`src/design/ftok_pkg.sv`:
```
// Shared token codes, trie tables and result record for the formula tokenizer.
`timescale 1ns / 1ps

package ftok_pkg;

    localparam int POS_BITS_DEFAULT = 16;
    localparam int FIELD_W          = 16;
    localparam int KIND_W           = 5;
    localparam int NODE_W           = 5;

    typedef logic [KIND_W-1:0] t_kind;
    typedef logic [NODE_W-1:0] t_node;

    // Token kinds.
    localparam t_kind KIND_PLUS   = 5'd0;
    localparam t_kind KIND_MINUS  = 5'd1;
    localparam t_kind KIND_STAR   = 5'd2;
    localparam t_kind KIND_SLASH  = 5'd3;
    localparam t_kind KIND_LPAREN = 5'd4;
    localparam t_kind KIND_RPAREN = 5'd5;
    localparam t_kind KIND_SEMI   = 5'd6;
    localparam t_kind KIND_COLON  = 5'd7;
    localparam t_kind KIND_SQRT   = 5'd8;
    localparam t_kind KIND_SUM    = 5'd9;
    localparam t_kind KIND_AVG    = 5'd10;
    localparam t_kind KIND_MIN    = 5'd11;
    localparam t_kind KIND_MAX    = 5'd12;
    localparam t_kind KIND_POW    = 5'd13;
    localparam t_kind KIND_NUMBER = 5'd14;
    localparam t_kind KIND_CELL   = 5'd15;
    localparam t_kind KIND_ERROR  = 5'd16;
    localparam t_kind KIND_NONE   = 5'd31;

    localparam logic [7:0] CHAR_EQ  = 8'h3D;
    localparam logic [7:0] CHAR_DOT = 8'h2E;

    localparam t_node NODE_ROOT = 5'd0;

    // One result record as it waits in the output queue.
    typedef struct packed {
        t_kind              kind;
        logic [FIELD_W-1:0] start_pos;
        logic [FIELD_W-1:0] end_pos;
        logic [FIELD_W-1:0] literal_index;
        logic               run_last;
        logic               formula_done;
    } t_token;

    // Child of a trie node carrying character c, or the root when there is none.
    function automatic t_node trie_child(input t_node node, input logic [7:0] c);
        t_node ch;
        ch = NODE_ROOT;
        case (node)
            5'd0: begin
                case (c)
                    "+":     ch = 5'd1;
                    "-":     ch = 5'd2;
                    "*":     ch = 5'd3;
                    "/":     ch = 5'd4;
                    "(":     ch = 5'd5;
                    ")":     ch = 5'd6;
                    ";":     ch = 5'd7;
                    ":":     ch = 5'd8;
                    "S":     ch = 5'd9;
                    "A":     ch = 5'd15;
                    "M":     ch = 5'd18;
                    "P":     ch = 5'd23;
                    default: ch = NODE_ROOT;
                endcase
            end
            5'd9: begin
                if (c == "Q") begin
                    ch = 5'd10;
                end else if (c == "U") begin
                    ch = 5'd13;
                end
            end
            5'd10:   ch = (c == "R") ? 5'd11 : NODE_ROOT;
            5'd11:   ch = (c == "T") ? 5'd12 : NODE_ROOT;
            5'd13:   ch = (c == "M") ? 5'd14 : NODE_ROOT;
            5'd15:   ch = (c == "V") ? 5'd16 : NODE_ROOT;
            5'd16:   ch = (c == "G") ? 5'd17 : NODE_ROOT;
            5'd18: begin
                if (c == "I") begin
                    ch = 5'd19;
                end else if (c == "A") begin
                    ch = 5'd21;
                end
            end
            5'd19:   ch = (c == "N") ? 5'd20 : NODE_ROOT;
            5'd21:   ch = (c == "X") ? 5'd22 : NODE_ROOT;
            5'd23:   ch = (c == "O") ? 5'd24 : NODE_ROOT;
            5'd24:   ch = (c == "W") ? 5'd25 : NODE_ROOT;
            default: ch = NODE_ROOT;
        endcase
        return ch;
    endfunction

    // Token kind completed at a trie node, KIND_NONE for inner nodes.
    function automatic t_kind node_kind(input t_node node);
        t_kind k;
        case (node)
            5'd1:    k = KIND_PLUS;
            5'd2:    k = KIND_MINUS;
            5'd3:    k = KIND_STAR;
            5'd4:    k = KIND_SLASH;
            5'd5:    k = KIND_LPAREN;
            5'd6:    k = KIND_RPAREN;
            5'd7:    k = KIND_SEMI;
            5'd8:    k = KIND_COLON;
            5'd12:   k = KIND_SQRT;
            5'd14:   k = KIND_SUM;
            5'd17:   k = KIND_AVG;
            5'd20:   k = KIND_MIN;
            5'd22:   k = KIND_MAX;
            5'd25:   k = KIND_POW;
            default: k = KIND_NONE;
        endcase
        return k;
    endfunction

endpackage

```
`src/design/formula_tokenizer.sv`:
```
// Streaming spreadsheet formula tokenizer: one character in, zero to two tokens out.
`timescale 1ns / 1ps

//  Channel   Direction  Item                          tdata / tuser / tlast
//  -------   ---------  ----------------------------  ----------------------------------------
//  s (in)    slave      one formula character         tdata[7:0] text_byte, tlast final_byte
//  m (out)   master     one token                     tdata start/end/literal_index,
//                                                      tuser token_kind/formula_done,
//                                                      tlast run_last
//
// Each character is lexed in the cycle it is accepted: the scanner state and the tokens it
// causes are computed by one pass of short logic and land in registers at that edge.
// Tokens wait in a four-entry output queue, so a character is accepted every cycle while
// the queue has room for two tokens; a character that closes one token and opens another
// takes two queue entries. The first token of an item shows in the cycle after acceptance.
// Reset (synchronous, active low) empties the queue and returns the scanner to waiting for
// the leading '=' of a new formula. A stall on the output only holds the input back once
// the queue is down to fewer than two free entries.

module formula_tokenizer
    import ftok_pkg::*;
#(
    parameter int POS_BITS = POS_BITS_DEFAULT
) (
    input  logic        i_clk,
    input  logic        i_rst_n,
    // Input characters.
    input  logic        i_s_tvalid,
    output logic        o_s_tready,
    input  logic [7:0]  i_s_tdata,   // [7:0] text_byte
    input  logic        i_s_tlast,   // final_byte
    // Output tokens.
    output logic        o_m_tvalid,
    input  logic        i_m_tready,
    output logic [47:0] o_m_tdata,   // [15:0] start_pos, [31:16] end_pos,
                                     // [47:32] literal_index
    output logic [7:0]  o_m_tuser,   // [4:0] token_kind, [5] formula_done, [7:6] zero
    output logic        o_m_tlast    // run_last
);

    typedef enum logic [3:0] {
        MODE_FIRST,
        MODE_REJECT,
        MODE_GAP,
        MODE_TRIE,
        MODE_LETTERS,
        MODE_DIGITS,
        MODE_INT,
        MODE_DOT,
        MODE_FRAC
    } t_mode;

    localparam logic [POS_BITS-1:0] POS_MAX = {POS_BITS{1'b1}};
    localparam logic [FIELD_W-1:0]  CNT_MAX = {FIELD_W{1'b1}};

    // Scanner state.
    t_mode               r_mode,   n_mode;
    t_node               r_node,   n_node;
    logic [POS_BITS-1:0] r_tstart, n_tstart;
    logic [POS_BITS-1:0] r_pos,    n_pos;
    logic [FIELD_W-1:0]  r_ncnt,   n_ncnt;
    logic [FIELD_W-1:0]  r_ccnt,   n_ccnt;

    // Output queue.
    t_token     r_fifo [4];
    logic [1:0] r_rd_ptr, n_rd_ptr;
    logic [1:0] r_wr_ptr, n_wr_ptr;
    logic [2:0] r_count,  n_count;

    logic       in_fire;
    logic       out_fire;
    logic [7:0] c;
    logic       is_letter, is_digit, is_space;
    logic [POS_BITS-1:0] end1;
    logic       consumed;
    t_node      child;
    t_node      root_ch;

    // Up to three candidate tokens per character: closing a pending token, a one-character
    // token started by this character, and the flush at the end of the formula.
    logic                a_vld, b_vld, f_vld;
    t_kind               a_kind, b_kind, f_kind;
    logic [POS_BITS-1:0] a_start, a_end, f_start;
    logic [FIELD_W-1:0]  a_lit, f_lit;
    t_mode               mode_a;
    t_node               node_a;
    logic [FIELD_W-1:0]  ncnt_a, ccnt_a;

    t_token     tok0, tok1, tok_a, tok_b, tok_f;
    logic [1:0] wr_n;

    assign in_fire    = i_s_tvalid && o_s_tready;
    assign out_fire   = o_m_tvalid && i_m_tready;
    assign o_s_tready = (r_count <= 3'd2);
    assign o_m_tvalid = (r_count != 3'd0);

    always_comb begin
        c = i_s_tdata;
        if (c >= "a" && c <= "z") begin
            c = c - 8'd32;
        end
    end

    assign is_letter = (c >= "A") && (c <= "Z");
    assign is_digit  = (c >= "0") && (c <= "9");
    assign is_space  = (c == " ") || ((c >= 8'd9) && (c <= 8'd13));
    assign end1      = (r_pos == POS_MAX) ? POS_MAX : r_pos + 1'b1;
    assign child     = is_letter ? trie_child(r_node, c) : NODE_ROOT;
    assign root_ch   = trie_child(NODE_ROOT, c);

    // Scanner step.
    always_comb begin
        mode_a   = r_mode;
        node_a   = r_node;
        consumed = 1'b1;
        a_vld    = 1'b0;
        a_kind   = KIND_ERROR;
        a_start  = r_tstart;
        a_end    = r_pos;
        a_lit    = '0;
        ncnt_a   = r_ncnt;
        ccnt_a   = r_ccnt;

        case (r_mode)
            MODE_FIRST: begin
                mode_a = (c == CHAR_EQ) ? MODE_GAP : MODE_REJECT;
            end
            MODE_REJECT: begin
                mode_a = MODE_REJECT;
            end
            MODE_TRIE: begin
                if (child != NODE_ROOT) begin
                    node_a = child;
                    if (node_kind(child) != KIND_NONE) begin
                        a_vld  = 1'b1;
                        a_kind = node_kind(child);
                        a_end  = end1;
                        mode_a = MODE_GAP;
                    end
                end else if (is_letter) begin
                    mode_a = MODE_LETTERS;
                end else if (is_digit) begin
                    mode_a = MODE_DIGITS;
                end else begin
                    a_vld    = 1'b1;
                    mode_a   = MODE_GAP;
                    consumed = 1'b0;
                end
            end
            MODE_LETTERS: begin
                if (is_digit) begin
                    mode_a = MODE_DIGITS;
                end else if (!is_letter) begin
                    a_vld    = 1'b1;
                    mode_a   = MODE_GAP;
                    consumed = 1'b0;
                end
            end
            MODE_DIGITS: begin
                if (!is_digit) begin
                    a_vld    = 1'b1;
                    a_kind   = KIND_CELL;
                    a_lit    = r_ccnt;
                    ccnt_a   = (r_ccnt == CNT_MAX) ? CNT_MAX : r_ccnt + 1'b1;
                    mode_a   = MODE_GAP;
                    consumed = 1'b0;
                end
            end
            MODE_INT, MODE_FRAC: begin
                if (r_mode == MODE_INT && c == CHAR_DOT) begin
                    mode_a = MODE_DOT;
                end else if (!is_digit) begin
                    a_vld    = 1'b1;
                    a_kind   = KIND_NUMBER;
                    a_lit    = r_ncnt;
                    ncnt_a   = (r_ncnt == CNT_MAX) ? CNT_MAX : r_ncnt + 1'b1;
                    mode_a   = MODE_GAP;
                    consumed = 1'b0;
                end
            end
            MODE_DOT: begin
                if (is_digit) begin
                    mode_a = MODE_FRAC;
                end else begin
                    a_vld    = 1'b1;
                    mode_a   = MODE_GAP;
                    consumed = 1'b0;
                end
            end
            default: begin
                mode_a   = MODE_GAP;
                consumed = 1'b0;
            end
        endcase

        // A character not taken by the pending token opens a new one unless it is whitespace.
        n_mode   = mode_a;
        n_node   = node_a;
        n_tstart = r_tstart;
        b_vld    = 1'b0;
        b_kind   = KIND_ERROR;
        if (!consumed && !is_space) begin
            n_tstart = r_pos;
            if (is_letter) begin
                n_node = root_ch;
                n_mode = (root_ch != NODE_ROOT) ? MODE_TRIE : MODE_LETTERS;
            end else if (is_digit) begin
                n_mode = MODE_INT;
            end else begin
                b_vld = 1'b1;
                if (root_ch != NODE_ROOT && node_kind(root_ch) != KIND_NONE) begin
                    b_kind = node_kind(root_ch);
                end
            end
        end

        // Final character: close whatever is pending and start the next formula afresh.
        n_ncnt  = ncnt_a;
        n_ccnt  = ccnt_a;
        n_pos   = end1;
        f_vld   = 1'b0;
        f_kind  = KIND_ERROR;
        f_start = n_tstart;
        f_lit   = '0;
        if (i_s_tlast) begin
            case (n_mode)
                MODE_TRIE, MODE_LETTERS, MODE_DOT: begin
                    f_vld = 1'b1;
                end
                MODE_DIGITS: begin
                    f_vld  = 1'b1;
                    f_kind = KIND_CELL;
                    f_lit  = ccnt_a;
                end
                MODE_INT, MODE_FRAC: begin
                    f_vld  = 1'b1;
                    f_kind = KIND_NUMBER;
                    f_lit  = ncnt_a;
                end
                default: begin
                    f_vld = 1'b0;
                end
            endcase
            n_mode   = MODE_FIRST;
            n_node   = NODE_ROOT;
            n_tstart = '0;
            n_pos    = '0;
            n_ncnt   = '0;
            n_ccnt   = '0;
        end
    end

    // Pack the candidates in emission order into at most two queue writes.
    always_comb begin
        tok_a = '{kind: a_kind, start_pos: FIELD_W'(a_start), end_pos: FIELD_W'(a_end),
                  literal_index: a_lit, run_last: 1'b0, formula_done: i_s_tlast};
        tok_b = '{kind: b_kind, start_pos: FIELD_W'(r_pos), end_pos: FIELD_W'(end1),
                  literal_index: '0, run_last: 1'b0, formula_done: i_s_tlast};
        tok_f = '{kind: f_kind, start_pos: FIELD_W'(f_start), end_pos: FIELD_W'(end1),
                  literal_index: f_lit, run_last: 1'b0, formula_done: i_s_tlast};
        tok0 = tok_f;
        tok1 = tok_f;
        if (a_vld) begin
            tok0 = tok_a;
            tok1 = b_vld ? tok_b : tok_f;
        end else if (b_vld) begin
            tok0 = tok_b;
        end
        wr_n = 2'({1'b0, a_vld} + {1'b0, b_vld} + {1'b0, f_vld});
        if (wr_n == 2'd2) begin
            tok1.run_last = 1'b1;
        end else begin
            tok0.run_last = 1'b1;
        end
        if (!in_fire) begin
            wr_n = 2'd0;
        end
    end

    assign n_wr_ptr = r_wr_ptr + wr_n;
    assign n_rd_ptr = r_rd_ptr + {1'b0, out_fire};
    assign n_count  = r_count + {1'b0, wr_n} - {2'b00, out_fire};

    always_ff @(posedge i_clk) begin
        if (!i_rst_n) begin
            r_mode   <= MODE_FIRST;
            r_node   <= NODE_ROOT;
            r_tstart <= '0;
            r_pos    <= '0;
            r_ncnt   <= '0;
            r_ccnt   <= '0;
            r_rd_ptr <= '0;
            r_wr_ptr <= '0;
            r_count  <= '0;
        end else begin
            if (in_fire) begin
                r_mode   <= n_mode;
                r_node   <= n_node;
                r_tstart <= n_tstart;
                r_pos    <= n_pos;
                r_ncnt   <= n_ncnt;
                r_ccnt   <= n_ccnt;
            end
            r_rd_ptr <= n_rd_ptr;
            r_wr_ptr <= n_wr_ptr;
            r_count  <= n_count;
        end
    end

    always_ff @(posedge i_clk) begin
        if (wr_n != 2'd0) begin
            r_fifo[r_wr_ptr] <= tok0;
        end
        if (wr_n == 2'd2) begin
            r_fifo[r_wr_ptr + 2'd1] <= tok1;
        end
    end

    assign o_m_tdata = {r_fifo[r_rd_ptr].literal_index, r_fifo[r_rd_ptr].end_pos,
                        r_fifo[r_rd_ptr].start_pos};
    assign o_m_tuser = {2'b00, r_fifo[r_rd_ptr].formula_done, r_fifo[r_rd_ptr].kind};
    assign o_m_tlast = r_fifo[r_rd_ptr].run_last;

endmodule
```
`config.mk`:
```
export PLATFORM = sky130hd
export DESIGN_NAME = formula_tokenizer
export DESIGN_NICKNAME = d
export VERILOG_FILES = /design/src/design/ftok_pkg.sv /design/src/design/formula_tokenizer.sv
export SDC_FILE = /design/constraint.sdc
export NUM_CORES = 1
export LEC_CHECK = 0
export BUFFER_PORTS_ARGS = -buffer_cell sky130_fd_sc_hd__clkbuf_2
export CORE_MARGIN = 2
export CORE_UTILIZATION = 60
export CTS_CLUSTER_DIAMETER = 100
export DETAILED_ROUTE_END_ITERATION = 10
export PLACE_DENSITY = 0.78
export SYNTH_ARGS = -nofsm -noshare
export SYNTH_HDL_FRONTEND = slang
export SYNTH_SLANG_ARGS = --single-unit
```
`constraint.sdc`:
```
create_clock -name i_clk -period 19.34 [get_ports i_clk]
set_input_delay 0 -clock i_clk [delete_from_list [all_inputs] [get_ports i_clk]]
set_output_delay 0 -clock i_clk [all_outputs]
set_load 0.02 [all_outputs]
```
==> impl_metrics.env, run 1 <==
export IMPL_status="completed"
export IMPL_antenna_found_initial=0
export IMPL_synth_top_family_by_area="compound AO/OA/AOI/OAI gates"
export IMPL_fp_coreArea_um2=27900
export IMPL_tightest_slew_ps=1120
export IMPL_tns_ps=0
export IMPL_startpoint_type="flop"
export IMPL_n_antenna_cell=0
export IMPL_criticalPathCategory="flop to flop"
export IMPL_maxSlewViolCount=0
export IMPL_drtPass1Iterations=5
export IMPL_vias=13100
export IMPL_required_ps=19650
export IMPL_die_area_um2=29800
export IMPL_synth_area_leaders="edfxtp_1, dfxtp_1, mux4_2, mux2_2, a22oi_1"
export IMPL_drive_gt1_frac=0.202
export IMPL_synth_top_area_share=0.387
export IMPL_numCtsBuffers=30
export IMPL_synth_largest_area_cell="edfxtp_1"
export IMPL_cts_resized=0
export IMPL_place_hpwl_um=28400
export IMPL_nNetsFinal=1593
export IMPL_max_slew_margin=0.257
export IMPL_syn_inst=1565
export IMPL_ant_nets=0
export IMPL_drv_cap=0
export IMPL_cp_arrival_ps=7190
export IMPL_layout_area_overhead_vs_synth_pct=8.70
export IMPL_synth_seq_cells=300
export IMPL_hold_ws_ps=160
export IMPL_clk_path_buf_depth=3
export IMPL_vias_per_cell=6.69
export IMPL_grt_overflow_total=0
export IMPL_syn_cell_area_um2=17100
export IMPL_leakagePower_nw=6.38
export IMPL_fin_worst_skew_ps=15.6
export IMPL_synth_xor_area_share=0.0164
export IMPL_min_period_ps=6880
export IMPL_drc_errors=0
export IMPL_hold_path_class="input pin to flop"
export IMPL_worstSetupEndpointType="flop"
export IMPL_finalHoldViolations=0
export IMPL_die_y_um=173
export IMPL_synth_seq_area_share=0.480
export IMPL_postSynthAreaPerCell_um2=10.9
export IMPL_gp_congestion=0.954
export IMPL_period_share=0.356
export IMPL_drt_total_wl_um=44100
export IMPL_portBuffers=69
export IMPL_total_power_mw=1.53
export IMPL_async_reset_ff_frac=0
export IMPL_h_tree_depth=1
export IMPL_synth_simple_gate_area_frac=0.155
export IMPL_synth_most_common_cell="edfxtp_1"
export IMPL_synth_fa_ha_area_frac=0.0164
export IMPL_root_buffer="clkbuf_16"
export IMPL_die_w_um=173
export IMPL_ys_types=96
export IMPL_power_density_nw_per_um2=82.3
export IMPL_ys_flop_type="edfxtp_1"
export IMPL_io_pins=72
export IMPL_crit_fanout=16
export IMPL_grt_usage=0.291
export IMPL_wl_per_cell_um=22.5
export IMPL_grt_max_degree=82
export IMPL_path_clk_slew_ps=60
export IMPL_yosys_mux_area_fraction=0.131
export IMPL_cts_tree="yes"
export IMPL_synth_warnings=0
export IMPL_ir_drop_mv=0.0774
export IMPL_synth_edf_count=220
export IMPL_synth_compound_area_frac=0.162
export IMPL_setup_violations=0
export IMPL_synthTopCellsByCount="edfxtp_1, nor2_1, a22oi_1, nand2_1, o21ai_0"
export IMPL_final_fill_count=2124
export IMPL_numClockSinks=300
export IMPL_rsz0062_at_grt="false"
export IMPL_grt_pass1_vias=12500
export IMPL_max_freq_ghz=0.145
export IMPL_drtIter0Drc=1735
export IMPL_grt_pass1_wl_um=69600
export IMPL_start_util=0.612
export IMPL_worstSkewPairLatency_ps=560
export IMPL_rows=61
[flip-flops by register name, summed over array words and instances, names as in the netlist, 3 cells and up]
signal / count
r_mode: 4
r_ncnt: 16
r_node: 5
a_start: 16
r_pos: 16
r_fifo: 220
r_count: 3
r_ccnt: 16
[cells in the final DEF (no fill, tap or decap), types with 5 or more instances in the layout]
cell       synthesis  routed
or3_1             10      10
o31ai_1            7       7
nor4_1            15      15
a22oi_1           96      96
nand2_2            4       5
mux2_2            84      84
or2_2              8       8
xnor2_1           15      15
dfxtp_1           80      78
nor3b_1            9       9
inv_1             25      25
mux4_2            55      55
nor3_1            30      28
clkbuf_2           0      69
a21oi_1           59      57
a31oi_1           62      62
o22ai_1            6       6
edfxtp_1         220     220
mux2i_1            6       6
clkbuf_16          0      30
nor2b_1           71      71
nand2b_1          11      11
clkbuf_8           0       5
a21o_1             5       5
a211oi_1          10      10
o21ai_0           94      94
clkbuf_1          91      10
buf_4              8      19
xor2_1            17      17
and2_1            23      23
ha_1              16      16
nor2_1           119     117
nand3_1           33      33
nand2_1           96      95
nand4_1           16      16
and3_1            18      18
[final timing paths]
path	start	to	slack, ps	cells past startpoint
setup / recovery	r_node[3]	r_fifo[3][42]	12460	20
setup reg to reg	r_node[3]	r_fifo[3][42]	12460	20
hold reg to reg	a_start[0]	a_start[0]	610	2
hold / removal	i_rst_n	r_pos[12]	160	3
[worst max-delay path: stages (launching register included)]
cell,delay [ps]
dfxtp_1,680
or4b_1,560
a21o_1,190
a21oi_1,140
a31oi_1,60
a21oi_1,300
inv_1,80
ha_1,260
inv_1,150
nor2_1,80
a21oi_1,190
or3_1,160
nand4_1,130
o21ai_1,380
nand2_1,90
a31oi_1,230
fa_1,570
nor2b_1,600
nand3_1,390
a21oi_2,930
mux2_2,430
[where the power goes]
part	leakage, nW	internal (mW)	switching, mW	total [mW]
combinational	3.34	0.0992	0.140	0.239
clock	0.473	0.334	0.245	0.579
sequential	2.57	0.688	0.0234	0.711
total	6.38	1.12	0.408	1.53
[cell type report]
type	instances	area, µm²	share of cell area
multi-input cells	1113	8290	0.446
flip-flops and latches	300	8210	0.442
clock buffers	45	857	0.0461
repair buffers	91	518	0.0279
well taps	378	473	0.0255
clock inverters	11	131	0.00707
inverters	26	97.6	0.00525
[stage by stage]
stage          setup slack [ps]  std cells  utilization  cell area, µm²
2_1_floorplan             10520       1566            -           17100
3_3_place_gp              12750       1905        0.629           17600
3_5_place_dp              12540       1905        0.629           17600
4_1_cts                   12590       1964        0.665           18600
5_1_grt                   12040       1964        0.665           18600
6_report                  12460       1964        0.665           18600
[layer usage]
| metal | wire length, µm | GRT usage | vias up |
|---|---|---|---|
| met4 | 1040 | 0.0805 | 0 |
| met5 | 0 | 0 | - |
| met1 | 18500 | 0.416 | 6447 |
| li1 | - | - | 6009 |
| met3 | 3670 | 0.0385 | 77 |
| met2 | 20900 | 0.472 | 614 |
[cell families after synthesis]
kind of cell | Yosys count
muxes | 145
other | 1
buffers and inverters | 153
and+or+nand+nor | 502
AOI/OAI and AO/OA | 410
DFF | 300
adders and majority gates | 22
xor gates and xnor gates | 32
[what timing repair did]
item,CTS,global route
buffers inserted,0,0
hold buffers,3,0
hold endpoints to repair,14,0
(Power assumes the default switching activity.)
==> inputs of run 2 (changes only) <==
--- a/config.mk
+++ b/config.mk
@@ -5,12 +5,13 @@
 export SDC_FILE = /design/constraint.sdc
 export NUM_CORES = 1
 export LEC_CHECK = 0
+export ABC_AREA = 1
 export BUFFER_PORTS_ARGS = -buffer_cell sky130_fd_sc_hd__clkbuf_2
 export CORE_MARGIN = 2
-export CORE_UTILIZATION = 60
+export CORE_UTILIZATION = 57
 export CTS_CLUSTER_DIAMETER = 100
 export DETAILED_ROUTE_END_ITERATION = 10
-export PLACE_DENSITY = 0.78
+export PLACE_DENSITY = 0.77
 export SYNTH_ARGS = -nofsm -noshare
 export SYNTH_HDL_FRONTEND = slang
 export SYNTH_SLANG_ARGS = --single-unit
==> constraint.sdc (replaced) <==
create_clock -name i_clk -period 5.9 [get_ports i_clk]
set_input_delay 0 -clock i_clk [delete_from_list [all_inputs] [get_ports i_clk]]
set_output_delay 0 -clock i_clk [all_outputs]
set_load 0.02 [all_outputs]
==> impl_metrics.env, run 2 <==
export IMPL_critPathLaunch="r_node[2]"
export IMPL_synthTopCellsByCount="nand2_1, o21ai_0, nor2_1"
export IMPL_utilization=0.635
export IMPL_maxSlewViolCount=0
export IMPL_setup_violations=0
export IMPL_async_reset_ff_frac=0
export IMPL_synth_top_area_share=0.379
export IMPL_io_pins=72
export IMPL_rows=64
export IMPL_grt_overflow_total=0
export IMPL_criticalPathCategory="flop to flop"
export IMPL_drc_errors=0
export IMPL_vias_per_cell=6.13
export IMPL_largest_reg_flops=220
export IMPL_antenna_found_initial=0
export IMPL_die_w_um=179
export IMPL_layout_commonest_cell="nand2_1"
export IMPL_worstSetupEndpointType="flop"
export IMPL_die_y_um=179
export IMPL_syn_cell_area_um2=17400
export IMPL_fin_worst_skew_ps=23.0
export IMPL_synth_edf_count=220
export IMPL_postSynthAreaPerCell_um2=7.88
export IMPL_synth_warnings=0
export IMPL_numCtsBuffers=34
export IMPL_grt_pass1_wl_um=78300
export IMPL_synth_area_leaders="edfxtp_1, nand2_1, dfxtp_1, o21ai_0, nor2_1"
export IMPL_gp_congestion=0.917
export IMPL_hold_path_class="input pin to flop"
export IMPL_max_slew_margin=0.364
export IMPL_wl_per_cell_um=18.7
export IMPL_synth_most_common_cell="nand2_1"
export IMPL_ir_drop_mv=0.185
export IMPL_r2r_start="r_node[2]"
export IMPL_ys_types=54
export IMPL_min_from="i_m_tready"
export IMPL_rsz0062_at_grt="false"
export IMPL_synth_largest_area_cell="edfxtp_1"
export IMPL_synth_seq_area_share=0.471
export IMPL_place_hpwl_um=32200
export IMPL_max_freq_ghz=0.185
export IMPL_ys_flop_type="edfxtp_1"
export IMPL_grt_max_degree=85
export IMPL_min_period_ps=5390
export IMPL_fin_cells=2652
export IMPL_tightest_slew_ps=947
export IMPL_root_buffer="clkbuf_16"
export IMPL_status="completed"
export IMPL_worstSkewPairLatency_ps=520
export IMPL_die_area_um2=32000
export IMPL_startpoint_type="flop"
export IMPL_cp_depth=31
export IMPL_crit_fanout=55
export IMPL_syn_inst=2211
export IMPL_clk_path_buf_depth=3
export IMPL_power_density_nw_per_um2=291
export IMPL_grt_usage=0.310
export IMPL_crit_slowest_cell="buf_4"
export IMPL_drv_cap=0
export IMPL_numClockSinks=300
export IMPL_rrSetupSlack_ps=510
export IMPL_total_power_mw=5.61
export IMPL_grt_pass1_vias=15300
export IMPL_layout_area_overhead_vs_synth_pct=10.5
export IMPL_drive_gt1_frac=0.113
export IMPL_start_util=0.574
export IMPL_fp_coreArea_um2=30300
export IMPL_crit_top_cell="nor2_1"
export IMPL_n_antenna_cell=0
export IMPL_drtIter0Drc=1724
export IMPL_r2r_cells=31
export IMPL_finalHoldViolations=0
export IMPL_portBuffers=69
export IMPL_vias=16300
export IMPL_path_buf_inv=7
export IMPL_h_tree_depth=2
export IMPL_postLayoutSetupSlackWorst_ps=505
export IMPL_dpl_worst_slack_ps=166
export IMPL_ant_nets=0
export IMPL_path_clk_slew_ps=60
export IMPL_final_cell_mix="nand2_1, o21ai_0, nor2_1"
export IMPL_period_share=0.914
export IMPL_required_ps=6130
export IMPL_regMostFlops="r_fifo"
export IMPL_nNetsFinal=2262
export IMPL_tns_ps=0
export IMPL_cts_tree="yes"
export IMPL_crit_family="simple AND/OR/NAND/NOR gates"
export IMPL_placed_cells=2589
export IMPL_drtPass1Iterations=6
export IMPL_leakagePower_nw=7.47
export IMPL_final_fill_count=2600
export IMPL_synth_seq_cells=300
export IMPL_worstHoldPathCells=5
export IMPL_drt_total_wl_um=49700
export IMPL_cp_arrival_ps=5620
export IMPL_max_stage_delay_ps=580
## run 2: through the flow
step	hold WS, ps	cell area, µm²
4_1_cts	168	19200
3_3_place_gp	340	18200
6_report	173	19300
2_1_floorplan	93.5	17400
3_5_place_dp	350	18200
5_1_grt	184	19300
## run 2: final cells by class
cell class / instances / area (µm²) / area share
sequential: 300 / 8210 / 0.426
multi-input combinational: 1604 / 8120 / 0.421
clock buffer: 50 / 952 / 0.0494
timing repair buffer: 106 / 701 / 0.0364
inverter: 185 / 697 / 0.0362
tap: 396 / 495 / 0.0257
clock inverter: 11 / 86.3 / 0.00448
## run 2: layer usage
metal,share of wire,up-vias,GRT usage
met4,0.038,0,0.133
met5,0,-,0
li1,-,7731,-
met2,0.48,784,0.534
met1,0.40,7605,0.387
met3,0.082,150,0.0490
## run 2: logic make-up (layout without fill, tap and decap cells)
logic type | count (synthesis) | count (layout) | share of synthesized area
AO/OA/AOI/OAI | 616 | 616 | 0.201
other | 1 | 2 | 0.000215
flip-flops | 300 | 300 | 0.471
buffers and inverters | 308 | 352 | 0.0696
XOR/XNOR | 17 | 17 | 0.00854
adder cells (fa/ha/maj) | 18 | 18 | 0.0138
AND/OR/NAND/NOR | 951 | 951 | 0.236
## run 2: final timing paths
kind                                 endpoint
worst min-delay path              r_rd_ptr[0]
worst max-delay path            r_fifo[1][49]
worst max register to register  r_fifo[1][49]
worst min register to register    a_start[13]
## run 2: power breakdown
part	internal (mW)	leakage [nW]	total [mW]	switching, mW
sequential	2.26	2.80	2.30	0.0431
clock	1.17	0.510	2.00	0.830
combinational	0.355	4.16	1.31	0.955
## run 2: worst reg2reg max path, delay by kind of cell (launching register included)
kind / cells / cell delay [ps]
and+or+nand+nor: 17 / 1780
AOI/OAI and AO/OA: 5 / 940
adders and majority gates: 2 / 610
DFF: 1 / 480
buffers and inverters: 7 / 1320
## run 2: timing repair
action / 4_1_cts / 5_1_grt
hold buffers: 1 / 0
setup endpoints to repair: 0 / 382
setup buffers: 0 / 1
hold endpoints to repair: 6 / 0
gates resized for setup: 0 / 4
